===== config.mk =====
export PLATFORM = sky130hd
export DESIGN_NAME = tlpt_walker
export DESIGN_NICKNAME = d
export VERILOG_FILES = /design/src/design/tlpt_pkg.sv /design/src/design/tlpt_walker.sv
export SDC_FILE = /design/constraint.sdc
export NUM_CORES = 1
export LEC_CHECK = 0
export ABC_AREA = 1
export BUFFER_PORTS_ARGS = -buffer_cell sky130_fd_sc_hd__buf_4
export CAP_MARGIN = 10
export CORE_MARGIN = 2
export CORE_UTILIZATION = 30
export CTS_CLUSTER_DIAMETER = 80
export DETAILED_ROUTE_END_ITERATION = 8
export PLACE_DENSITY_LB_ADDON = 0.25
export SYNTH_ARGS = -nofsm -noshare
export SYNTH_HDL_FRONTEND = slang
export SYNTH_SLANG_ARGS = --single-unit

===== constraint.sdc =====
create_clock -name i_clk -period 15.25 [get_ports i_clk]
set_input_delay 1.525 -clock i_clk [delete_from_list [all_inputs] [get_ports i_clk]]
set_output_delay 1.525 -clock i_clk [all_outputs]
set_load 0.01 [all_outputs]

===== src/design/tlpt_pkg.sv =====
`timescale 1ns / 1ps
// Shared types and constants for the two-level page table engine.
// No dependencies; tlpt_walker and the top level import this package.
package tlpt_pkg;

    localparam logic [1:0] FUNC_LOOKUP = 2'd0;
    localparam logic [1:0] FUNC_MAP    = 2'd1;
    localparam logic [1:0] FUNC_UNMAP  = 2'd2;

    localparam int DIR_IDX_W   = 10;
    localparam int TBL_IDX_W   = 10;
    localparam int FRAME_W     = 20;
    localparam int PAGE_OFF_W  = 12;
    localparam int PTE_W       = FRAME_W + 3;

    typedef enum logic [1:0] {
        ST_CLEAR,
        ST_IDLE,
        ST_DIR,
        ST_TBL
    } t_state;

    typedef struct packed {
        logic        status;
        logic [31:0] phys_addr;
        logic        present;
    } t_res;

endpackage


===== src/design/tlpt_walker.sv =====
`timescale 1ns / 1ps
// Request sequencer: clearing pass, directory read, table read or write.
// Depends on tlpt_pkg; drives the directory and table RAM ports.
module tlpt_walker import tlpt_pkg::*; #(
    parameter int TABLE_SLOTS = 16
) (
    input  logic                     i_clk,
    input  logic                     i_rst_n,
    input  logic                     i_valid,
    output logic                     o_ready,
    input  logic [1:0]               i_func,
    input  logic [31:0]              i_va,
    input  logic [FRAME_W-1:0]       i_frame,
    input  logic                     i_user,
    output logic                     o_res_valid,
    input  logic                     i_res_ready,
    output t_res                     o_res,
    output logic                     o_dir_we,
    output logic [DIR_IDX_W-1:0]     o_dir_addr,
    output logic [((TABLE_SLOTS > 1) ? $clog2(TABLE_SLOTS) : 1)+2:0] o_dir_wdata,
    input  logic [((TABLE_SLOTS > 1) ? $clog2(TABLE_SLOTS) : 1)+2:0] i_dir_rdata,
    output logic                     o_tbl_we,
    output logic [$clog2(TABLE_SLOTS*1024)-1:0] o_tbl_addr,
    output logic [PTE_W-1:0]         o_tbl_wdata,
    input  logic [PTE_W-1:0]         i_tbl_rdata
);

    localparam int SW  = (TABLE_SLOTS > 1) ? $clog2(TABLE_SLOTS) : 1;
    localparam int TAW = $clog2(TABLE_SLOTS * 1024);
    localparam int NW  = $clog2(TABLE_SLOTS + 1);
    localparam logic [TAW-1:0] CLR_LAST  = TAW'(TABLE_SLOTS * 1024 - 1);
    localparam logic [NW-1:0]  SLOTS_MAX = NW'(TABLE_SLOTS);

    t_state               r_state, n_state;
    logic [1:0]           r_func;
    logic [31:0]          r_va;
    logic [FRAME_W-1:0]   r_frame;
    logic                 r_user;
    logic [NW-1:0]        r_next, n_next;
    logic [TAW-1:0]       r_clr, n_clr;

    logic                 dir_present;
    logic [SW-1:0]        dir_slot;
    logic                 slot_free;
    logic [SW-1:0]        sel_slot;
    logic [SW+TBL_IDX_W-1:0] tbl_full_addr;
    logic                 is_lookup, is_map, is_unmap;
    logic                 alloc;

    assign dir_present = i_dir_rdata[0];
    assign dir_slot    = i_dir_rdata[SW+2:3];
    assign slot_free   = (r_next != SLOTS_MAX);
    assign is_lookup   = (r_func == FUNC_LOOKUP);
    assign is_map      = (r_func == FUNC_MAP);
    assign is_unmap    = (r_func == FUNC_UNMAP);
    assign sel_slot    = dir_present ? dir_slot : SW'(r_next);
    assign tbl_full_addr = {sel_slot, r_va[21:12]};
    assign alloc = (r_state == ST_DIR) && i_res_ready && is_map && !dir_present && slot_free;

    always_ff @(posedge i_clk) begin
        if (!i_rst_n) begin
            r_state <= ST_CLEAR;
            r_next  <= '0;
            r_clr   <= '0;
        end else begin
            r_state <= n_state;
            r_next  <= n_next;
            r_clr   <= n_clr;
        end
    end

    always_ff @(posedge i_clk) begin
        if (r_state == ST_IDLE && i_valid) begin
            r_func  <= i_func;
            r_va    <= i_va;
            r_frame <= i_frame;
            r_user  <= i_user;
        end
    end

    always_comb begin
        n_state = r_state;
        n_next  = r_next;
        n_clr   = r_clr;
        case (r_state)
            ST_CLEAR: begin
                n_clr = r_clr + 1'b1;
                if (r_clr == CLR_LAST) begin
                    n_state = ST_IDLE;
                end
            end
            ST_IDLE: begin
                if (i_valid) begin
                    n_state = ST_DIR;
                end
            end
            ST_DIR: begin
                if (is_lookup && dir_present) begin
                    n_state = ST_TBL;
                end else if (i_res_ready) begin
                    n_state = ST_IDLE;
                end
                if (alloc) begin
                    n_next = r_next + 1'b1;
                end
            end
            ST_TBL: begin
                if (i_res_ready) begin
                    n_state = ST_IDLE;
                end
            end
            default: begin
                n_state = ST_IDLE;
            end
        endcase
    end

    always_comb begin
        o_ready     = 1'b0;
        o_res_valid = 1'b0;
        o_res       = '0;
        o_dir_we    = 1'b0;
        o_dir_addr  = r_va[31:22];
        o_dir_wdata = '0;
        o_tbl_we    = 1'b0;
        o_tbl_addr  = tbl_full_addr[TAW-1:0];
        o_tbl_wdata = '0;
        case (r_state)
            ST_CLEAR: begin
                o_dir_we   = 1'b1;
                o_dir_addr = r_clr[DIR_IDX_W-1:0];
                o_tbl_we   = 1'b1;
                o_tbl_addr = r_clr;
            end
            ST_IDLE: begin
                o_ready    = 1'b1;
                o_dir_addr = i_va[31:22];
            end
            ST_DIR: begin
                o_res_valid   = !(is_lookup && dir_present);
                o_res.status  = is_map && !dir_present && !slot_free;
                o_dir_we      = alloc;
                o_dir_wdata   = {SW'(r_next), 3'b111};
                if (i_res_ready) begin
                    if (is_map && (dir_present || slot_free)) begin
                        o_tbl_we    = 1'b1;
                        o_tbl_wdata = {r_frame, r_user, 2'b11};
                    end else if (is_unmap && dir_present) begin
                        o_tbl_we    = 1'b1;
                    end
                end
            end
            ST_TBL: begin
                o_res_valid     = 1'b1;
                o_res.present   = i_tbl_rdata[0];
                o_res.phys_addr = i_tbl_rdata[0] ?
                                  {i_tbl_rdata[PTE_W-1:3], r_va[PAGE_OFF_W-1:0]} : '0;
            end
            default: begin
                o_ready = 1'b0;
            end
        endcase
    end

endmodule


==> parameters.txt, run 1 <==
Parameter                              Value

Critical path
  Startpoint type of the worst setup path ... input port
  Instance count on the critical path ... 6
  Critical Path Slowest Stage Cell ... sky130_fd_sc_hd__nand2_2
  Capture point of the worst path ... o_tbl_we
  Startpoint of the worst-slack reg-to-reg timing path ... r_state[1]
  Buffers and inverters on the worst path ... 3
  Cell occurring most often along the worst timing path ... sky130_fd_sc_hd__buf_4
  Reg-to-Reg End ... r_va[16]
  Startpoint-to-endpoint class of the critical path ... in -> out
  Launch point of the critical path ... i_dir_rdata[0]
  Depth of the most critical reg-to-reg path ... 2
  Capturing element type of the critical path ... primary output
  Series of cell instances along the critical path ... buf_4, clkinv_1, nand4_1, nand2_2, a31oi_1, buf_4
  Maximum cell stage delay along the critical path ... roughly 400 ps
  R2r setup slk ... 13310 ps
  Data arrival time of the critical path ... 2920 ps
  Worst-path fanout max ... 23
  Cell class contributing the biggest share of worst-path delay ... simple AND/OR/NAND/NOR gates
  Data required, critical path ... 13730 ps

STA
  Timing-limited maximum frequency ... approximately 230 MHz
  Least-Margin Pin Slew ... ~990 ps
  Unrepaired setup endpoints after global routing ... no
  Fin. max-slew vios ... 0
  Worst hold-check slack ... 505.5 ps
  Setup Skew ... between 5 and 6 ps
  Max_slew headroom ... 0.3391
  Fin. Hold Viols ... 0
  Final period util ... 0.2912
  Shortest period the worst path allows ... about 4400 ps
  Final setup viols ... 0
  Setup TNS ... 0 ps

Yosys
  Combinational family with the most area after synthesis ... simple AND/OR/NAND/NOR gates
  Count of state elements after synthesis ... 76
  Simple-gate share of the synthesized area ... 0.2871
  Multiplexer area fraction after synthesis ... 0
  Prevailing post-synth register cell ... sky130_fd_sc_hd__edfxtp_1
  Avg Cell Area, Syn ... 8.899 sq um
  Leading cell type by number of instances after synthesis ... sky130_fd_sc_hd__nand2_1
  Seq/Total Area, Yosys ... 0.5465
  Xor and xnor fraction of the mapped netlist area ... 0.006931
  Post-synthesis cell count ... roughly 430
  Top cell types by occurrence after synthesis ... sky130_fd_sc_hd__nand2_1, sky130_fd_sc_hd__nor2_1, sky130_fd_sc_hd__edfxtp_1, sky130_fd_sc_hd__inv_1, sky130_fd_sc_hd__dfxtp_1
  Yosys top cell by area ... sky130_fd_sc_hd__edfxtp_1
  Mapped cell area ... between 0.003 and 0.004 sq mm
  Adder-Cell Fraction of Synth Area ... 0.009901
  Synth area leaders ... sky130_fd_sc_hd__edfxtp_1, sky130_fd_sc_hd__dfxtp_1, sky130_fd_sc_hd__nand2_1
  Number of enable flip-flop cells after synthesis ... 55
  Synth top area share ... 0.4356
  Compound-gate portion of the synthesized area ... 0.06337
  Yosys cell types ... 36
  Syn Nets ... 518
  Async SR Flop Fraction ... 0
  Warnings from Yosys ... 0

Placed design
  Number of buffer cells added on primary ports ... approximately 180
  Cell count after placement ... about 760
  Post-DP HPWL ... around 7500 um
  Final Wtd Congestion ... approximately 0.78

Die
  Placeable core area ... 0.01247 sq mm
  Io pins ... between 150 and 200
  Overall die height ... 116.4 um
  Effective utilization at floorplan ... 0.3041
  Overall die width ... between 100 and 150 um
  Die area ... 0.01355 sq mm
  Total number of placement rows ... 41

Flow run
  Maximum capacitance violations ... 0

Detailed routing
  Detailed-route wire length per cell ... 13.04 um
  Detail Route Antenna Nets ... 0
  Initial DRC count ... 155
  First drt pass iteration count ... 4
  Mean number of vias per cell ... 4.433
  DRC violation count after routing ... 0
  Detailed-route via count ... about 3400
  Total length of routed wires ... a little over 10000 um

Cells and area
  Fraction of final layout cells sized beyond drive strength 1 ... 0.3767
  Fillers ... ~1300
  Area taken by flip-flops and latches ... a little over 0.002 sq mm
  Diode insertion count for antenna repair ... 0
  Area growth from synthesis to final layout ... 44.42%
  Total area of multi-input combinational cells ... between 0.001 and 0.0015 sq mm
  Util after Layout ... 0.4392
  Number of nets in the finished design ... roughly 700
  Final std cells w/o fill ... 772

GRT
  Pin count of the biggest net entering global routing ... 56
  Antenna violations before repair ... 0
  Total GRT Usage ... 0.1410
  Number of global-route vias before repair ... around 3100
  Wire length of the first global-routing pass ... between 10000 and 15000 um
  GRT Residual Overflow ... 0

CTS
  Number of buffers inserted for hold repair after clock tree synthesis ... 0
  Cells resized by post-CTS repair ... 0
  Clock-pin slew reported for the worst setup and hold paths after clock tree synthesis ... ~50 ps
  Insertion delay to the later sink of the worst-skew pair ... between 300 and 400 ps
  Maximum buffer depth of the clock tree ... 2
  Maximum level of the CTS H-tree ... 3
  Total CTS buffers ... 9
  Clock Root Buffer ... sky130_fd_sc_hd__clkbuf_16
  Clock tree sinks ... 76
  Clock tree from TritonCTS ... done
  Post-CTS setup buffer count ... 0

Pwr
  Post-route total power ... 434.9 uW
  Max VDD drop ... approximately 0.044 mV
  Static leakage ... between 0.002 and 0.0025 uW
  Power density normalized to cell area ... 79.43 mW/mm^2

Min path
  Worst hold stages ... 2
  Class of the worst hold path ... reg -> reg

Status
  Result of the run ... finished, final reports clean
[routing by layer]
metal / GRT usage / share of wire / up-vias / routed length, um
li1: - / - / 1708 / -
met1: 0.1692 / 0.40 / 1575 / 4050
met2: 0.2504 / 0.50 / 127 / 5072
met3: 0.03166 / 0.074 / 12 / 748
met4: 0.04603 / 0.019 / 0 / 194
met5: 0 / 0 / - / 0
[worst min-delay path: cells and delay by family, from the launching register on]
kind	cells	cell delay (ps)
buffers and inverters	1	70
flip-flops	1	330
AO/OA/AOI/OAI	1	50
[where the power goes]
| part | internal [uW] | switching [uW] | total (uW) |
|---|---|---|---|
| combinational | 17.4 | 10.6 | 28.0 |
| sequential | 222 | 0.694 | 223 |
| clock | 108 | 76.0 | 184 |
[flip-flops by register name (all words and copies together) (netlist names)]
signal,count
r_func,2
r_va,32
r_clr,14
r_frame,20
r_next,5
r_user,1
r_state,2
[cells by family (layout without fill, tap and decap cells)]
family	Yosys count	count (layout)
flops	76	76
fa+ha+maj	3	3
simple gates	230	230
xor+xnor	3	3
compound gates	40	40
buf+inv	74	248
[cell usage in the layout, fill, tap and decap left out, types with 4 or more instances in the layout]
cell | netlist | layout
sky130_fd_sc_hd__clkinv_1 | 2 | 5
sky130_fd_sc_hd__a21oi_1 | 14 | 14
sky130_fd_sc_hd__dfxtp_1 | 21 | 21
sky130_fd_sc_hd__nor3_1 | 8 | 7
sky130_fd_sc_hd__edfxtp_1 | 55 | 55
sky130_fd_sc_hd__o21ai_0 | 11 | 11
sky130_fd_sc_hd__nor2_4 | 5 | 5
sky130_fd_sc_hd__buf_4 | 3 | 177
sky130_fd_sc_hd__nand3_1 | 13 | 13
sky130_fd_sc_hd__nor2_2 | 19 | 19
sky130_fd_sc_hd__a221o_1 | 4 | 4
sky130_fd_sc_hd__nand2_1 | 108 | 108
sky130_fd_sc_hd__inv_1 | 50 | 50
sky130_fd_sc_hd__nand4_1 | 8 | 8
sky130_fd_sc_hd__nor2_1 | 58 | 58
sky130_fd_sc_hd__clkbuf_16 | 0 | 9
[area by class of cell]
| class | instances | area share |
|---|---|---|
| Clock inverter | 4 | 0.002971 |
| Clock buffer | 12 | 0.04319 |
| Multi-Input combinational cell | 276 | 0.2553 |
| Inverter | 55 | 0.03816 |
| Timing Repair Buffer | 177 | 0.2427 |
| Sequential cell | 76 | 0.3784 |
| Tap cell | 172 | 0.03931 |
[stage by stage]
step / cell area, sq um / worst slack (ps)
finish: 5475 / 10810
global route: 5475 / 10630
CTS: 5475 / 10760
detailed placement: 5223 / 10760
global placement: 5223 / 10760
floorplan: 3791 / 9413
[how the worst min path moves through the flow]
stage	end	from
2_1_floorplan	r_clr[7]	r_clr[7]
3_3_place_gp	r_next[4]	r_next[4]
3_5_place_dp	r_next[4]	r_next[4]
4_1_cts	r_next[4]	r_next[4]
5_1_grt	r_clr[7]	r_clr[7]
6_report	r_clr[7]	r_clr[7]
Power figures use the tool's default switching activity.
==> run 2: changes to the inputs <==
==> constraint.sdc (replaced) <==
create_clock -name i_clk -period 3.77 [get_ports i_clk]
set_input_delay 0.377 -clock i_clk [delete_from_list [all_inputs] [get_ports i_clk]]
set_output_delay 0.377 -clock i_clk [all_outputs]
set_load 0.01 [all_outputs]
==> parameters.txt, run 2 (same netlist as run 1, synthesis figures left out) <==
Parameter                              Value

Status
  Result of the run ... finished, final reports clean

CTS
  Clock tree from TritonCTS ... done
  Number of buffers inserted for hold repair after clock tree synthesis ... 0
  Maximum buffer depth of the clock tree ... 2
  Clock tree sinks ... 76
  Cells resized by post-CTS repair ... 0
  Clock Root Buffer ... sky130_fd_sc_hd__clkbuf_16
  Total CTS buffers ... 9
  Insertion delay to the later sink of the worst-skew pair ... approximately 330 ps
  Clock-pin slew reported for the worst setup and hold paths after clock tree synthesis ... roughly 60 ps
  Post-CTS setup buffer count ... 0
  Maximum level of the CTS H-tree ... 3

Critical path
  R2r setup slk ... roughly 1800 ps
  Data arrival time of the critical path ... between 2000 and 3000 ps
  Startpoint type of the worst setup path ... flip-flop
  Data required, critical path ... around 3400 ps
  Capturing element type of the critical path ... primary output
  Depth of the most critical reg-to-reg path ... 2
  Maximum cell stage delay along the critical path ... 1000 ps
  Worst-path fanout max ... 23
  Critical Path Slowest Stage Cell ... sky130_fd_sc_hd__dfxtp_1
  Series of cell instances along the critical path ... nand2_8, nor3_2, nand2_2, a31oi_1, buf_4
  Startpoint-to-endpoint class of the critical path ... reg -> out

Detailed routing
  Mean number of vias per cell ... approximately 4.4
  Total length of routed wires ... 10190 um
  Detailed-route wire length per cell ... 13.18 um
  Initial DRC count ... ~110
  Detail Route Antenna Nets ... 0
  First drt pass iteration count ... 4
  Detailed-route via count ... around 3400
  DRC violation count after routing ... 0

Min path
  Worst hold stages ... 1
  Class of the worst hold path ... in -> reg

STA
  Max_slew headroom ... 0.3119
  Worst hold-check slack ... roughly 220 ps
  Unrepaired setup endpoints after global routing ... no
  Setup TNS ... 0 ps
  Timing-limited maximum frequency ... between 300 and 400 MHz
  Fin. Hold Viols ... 0
  Final period util ... 0.7689
  Least-Margin Pin Slew ... a little over 1000 ps
  Final setup viols ... 0
  Fin. max-slew vios ... 0
  Shortest period the worst path allows ... just under 3000 ps
  Setup Skew ... 8.676 ps

Die
  Die area ... approximately 0.014 sq mm
  Effective utilization at floorplan ... 0.3041
  Overall die height ... 116.4 um
  Placeable core area ... 0.01247 sq mm
  Overall die width ... roughly 120 um
  Total number of placement rows ... approximately 40
  Io pins ... between 150 and 200

GRT
  GRT Residual Overflow ... 0
  Total GRT Usage ... 0.1433
  Pin count of the biggest net entering global routing ... 47
  Antenna violations before repair ... 0
  Wire length of the first global-routing pass ... 14800 um
  Number of global-route vias before repair ... ~3100

Cells and area
  Most used cells in the layout excluding fill and tap cells ... sky130_fd_sc_hd__buf_4, sky130_fd_sc_hd__nand2_1, sky130_fd_sc_hd__nor2_1
  Top Registers ... r_va: 32 flops, r_frame: 20 flops, r_clr: 14 flops
  Most common cell after layout, fill and taps aside ... sky130_fd_sc_hd__buf_4
  Number of nets in the finished design ... between 600 and 700
  Util after Layout ... 0.4459
  Diode insertion count for antenna repair ... 0
  Area growth from synthesis to final layout ... 46.60%
  Fraction of final layout cells sized beyond drive strength 1 ... 0.3810
  Register ranked first by flip-flop count ... r_va
  Number of flip-flops in the largest register ... 32

Placed design
  Number of buffer cells added on primary ports ... 176
  Final Wtd Congestion ... 0.7593
  Post-DP HPWL ... ~7600 um

Pwr
  Power density normalized to cell area ... around 340 mW/mm^2
  Post-route total power ... roughly 1900 uW
  Static leakage ... roughly 0.0025 uW
  Max VDD drop ... ~0.31 mV

Flow run
  Maximum capacitance violations ... 0
==> run 2: path summary, 6_finish.rpt <==
kind	start	end
max	r_state[1]	o_tbl_we
min	i_va[21]	r_va[21]
max reg2reg	r_state[1]	r_frame[5]
min reg2reg	r_next[4]	r_next[4]
==> run 2: where the power goes <==
part / total [uW] / internal [uW] / leakage (uW) / switching, uW
sequential: 900 / 897 / 0.000664 / 2.71
clock: 901 / 577 / 0.000149 / 325
combinational: 115 / 70.4 / 0.00168 / 44.1
==> run 2: critical path, delay by kind of cell (launching register included) <==
family,cells,cell delay (ps)
flops,1,1000
simple gates,3,750
compound gates,1,280
buf+inv,1,160
==> run 2: layout make-up <==
cell class	instances	area [sq um]
Clock inverter	5	76.32
Inverter	55	209.0
Fill cell	1297	6908
Tap cell	172	215.2
Timing Repair Buffer	178	1349
Multi-Input combinational cell	276	1404
Sequential cell	76	2072
Clock buffer	11	232.7
==> run 2: stage by stage <==
step / worst slack [ps] / area, sq um / cells
2_1_floorplan: 472.1 / 3796 / 426
3_3_place_gp: 1183 / 5249 / 757
3_5_place_dp: 1166 / 5249 / 757
4_1_cts: 803.2 / 5558 / 773
5_1_grt: 656.2 / 5558 / 773
6_report: 871.3 / 5558 / 773
==> run 2: per-layer routing <==
metal / routed length, um / global-route usage / up-vias / part of all wire
li1: - / - / 1716 / -
met1: 4218 / 0.1631 / 1563 / 0.41
met2: 5192 / 0.2609 / 117 / 0.51
met3: 672 / 0.03321 / 5 / 0.066
met4: 104 / 0.05317 / 0 / 0.010
met5: 0 / 0 / - / 0
==> run 3: changes to the inputs <==
==> constraint.sdc (replaced) <==
create_clock -name i_clk -period 2.7 [get_ports i_clk]
set_input_delay 0.27 -clock i_clk [delete_from_list [all_inputs] [get_ports i_clk]]
set_output_delay 0.27 -clock i_clk [all_outputs]
set_load 0.01 [all_outputs]
==> parameters.txt, run 3 (same netlist as run 1, synthesis figures left out) <==
Parameter                              Value

Cells and area
  Most used cells in the layout excluding fill and tap cells ... sky130_fd_sc_hd__buf_4, sky130_fd_sc_hd__nand2_1, sky130_fd_sc_hd__nor2_1
  Area growth from synthesis to final layout ... 47.46%
  Final std cells w/o fill ... roughly 780
  Register ranked first by flip-flop count ... r_va
  Fraction of final layout cells sized beyond drive strength 1 ... 0.3858
  Util after Layout ... 0.4485
  Top Registers ... r_va: 32 flops, r_frame: 20 flops, r_clr: 14 flops
  Area taken by flip-flops and latches ... roughly 0.0021 sq mm
  Fillers ... 1231
  Most common cell after layout, fill and taps aside ... sky130_fd_sc_hd__buf_4
  Diode insertion count for antenna repair ... 0
  Total area of multi-input combinational cells ... about 0.0014 sq mm
  Number of nets in the finished design ... between 600 and 700
  Number of flip-flops in the largest register ... 32

GRT
  Pin count of the biggest net entering global routing ... between 40 and 50
  Wire length of the first global-routing pass ... ~16000 um
  GRT Residual Overflow ... 0
  Met3 routing resource usage after global routing ... 0.03633
  Met1 Use GR ... 0.1779
  Total GRT Usage ... 0.1511
  Antenna violations before repair ... 0
  Grt peak-use layer ... met2
  Number of global-route vias before repair ... about 3200
  Met2 track demand over resource ... 0.2636

Flow run
  Maximum capacitance violations ... 0

Die
  Overall die height ... around 120 um
  Effective utilization at floorplan ... 0.3041
  Die area ... 0.01355 sq mm
  Io pins ... between 150 and 200
  Overall die width ... around 120 um
  Placeable core area ... approximately 0.012 sq mm
  Total number of placement rows ... 41

Critical path
  R2r setup slk ... just over 900 ps
  Capturing element type of the critical path ... primary output
  Critical Path Slowest Stage Cell ... sky130_fd_sc_hd__dfxtp_1
  Launch point of the critical path ... r_state[1]
  Data arrival time of the critical path ... approximately 2100 ps
  Maximum cell stage delay along the critical path ... around 600 ps
  Startpoint type of the worst setup path ... flip-flop
  Reg-to-Reg End ... r_clr[13]
  Startpoint of the worst-slack reg-to-reg timing path ... r_state[1]
  Series of cell instances along the critical path ... buf_4, inv_2, nor2_1, nand3_1, a31oi_1, buf_4
  Startpoint-to-endpoint class of the critical path ... reg -> out
  Depth of the most critical reg-to-reg path ... 8
  Worst-path fanout max ... 11
  Data required, critical path ... 2430 ps
  Cell occurring most often along the worst timing path ... sky130_fd_sc_hd__buf_4

STA
  Setup TNS ... 0 ps
  Fin. max-slew vios ... 0
  Fin. Hold Viols ... 0
  Setup Skew ... 5.426 ps
  Final WS setup ... just over 300 ps
  Final setup viols ... 0
  Unrepaired setup endpoints after global routing ... no
  Least-Margin Pin Slew ... 520.8 ps
  Timing-limited maximum frequency ... approximately 420 MHz
  Worst hold-check slack ... roughly 110 ps
  Shortest period the worst path allows ... about 2400 ps
  Final period util ... 0.8868
  Max_slew headroom ... 0.6528

CTS
  Clock tree sinks ... 76
  Clock-pin slew reported for the worst setup and hold paths after clock tree synthesis ... about 60 ps
  Clock Root Buffer ... sky130_fd_sc_hd__clkbuf_16
  Cells resized by post-CTS repair ... 0
  Total CTS buffers ... 9
  Clock tree from TritonCTS ... done
  Number of buffers inserted for hold repair after clock tree synthesis ... 0
  Maximum level of the CTS H-tree ... 3
  Post-CTS setup buffer count ... 0
  Maximum buffer depth of the clock tree ... 2
  Insertion delay to the later sink of the worst-skew pair ... approximately 340 ps

Detailed routing
  Initial DRC count ... a little under 100
  Total length of routed wires ... 10310 um
  DRC violation count after routing ... 0
  Detailed-route wire length per cell ... between 10 and 15 um
  Detailed-route via count ... roughly 3500
  Detail Route Antenna Nets ... 0
  Mean number of vias per cell ... between 4 and 5
  First drt pass iteration count ... 4

Min path
  Class of the worst hold path ... in -> reg
  Worst hold stages ... 1
  Worst min-delay path endpoint ... r_va[14]
  Min-delay src ... i_va[14]

Pwr
  Max VDD drop ... approximately 0.32 mV
  Static leakage ... between 0.002 and 0.003 uW
  Power density normalized to cell area ... between 400 and 500 mW/mm^2

Placed design
  Post-DP HPWL ... 7698 um
  Cell count after placement ... 760
  Final Wtd Congestion ... just under 0.8
  Number of buffer cells added on primary ports ... between 150 and 200
  Pre-CTS setup slack ... between 600 and 700 ps

Status
  Result of the run ... finished, final reports clean
## run 3: cell types whose count changed in the layout (fill, tap and decap cells not counted), sizes merged
cell,previous run,this run
buf,178,181
bufinv,2,3
clkbuf,11,10
## run 3: how the worst max path moves through the flow
| stage | to | depth (start not counted) |
|---|---|---|
| 2_1_floorplan | r_frame[0] | 3 |
| 3_3_place_gp | o_dir_addr[4] | 6 |
| 3_5_place_dp | o_tbl_we | 6 |
| 4_1_cts | o_tbl_we | 6 |
| 5_1_grt | o_tbl_we | 6 |
| 6_report | o_tbl_we | 6 |
## run 3: per-stage QoR
stage	power [uW]	instance area, sq um
finish	2771	5590
global route	2877	5590
CTS	2820	5590
detailed placement	1444	5259
global placement	1440	5259
floorplan	1325	3802
## run 3: area by class of cell
cell class,count,share of cell area
Clock buffer,10,0.04096
Clock inverter,6,0.01835
Inverter,55,0.03738
Multi-Input combinational cell,276,0.2511
Sequential cell,76,0.3706
Tap cell,172,0.03850
Timing Repair Buffer,181,0.2431
## run 3: power by group
| group | leakage, uW | switching, uW | total, uW | internal [uW] |
|---|---|---|---|---|
| clock | 0.000162 | 459 | 1350 | 895 |
| sequential | 0.000664 | 3.87 | 1260 | 1250 |
| combinational | 0.00169 | 62.6 | 161 | 98.4 |
| total | 0.00252 | 525 | 2770 | 2250 |
## run 3: routing by layer
layer,wire length [um],vias up
met5,0,-
met4,139,0
met3,895,11
met2,5155,143
met1,4119,1581
li1,-,1721
## run 3: critical path: cells and delay by family, from the launching register on
family	cells	cell delay [ps]
AND/OR/NAND/NOR	2	460
buffers and inverters	3	550
AO/OA/AOI/OAI	1	170
flip-flops	1	600
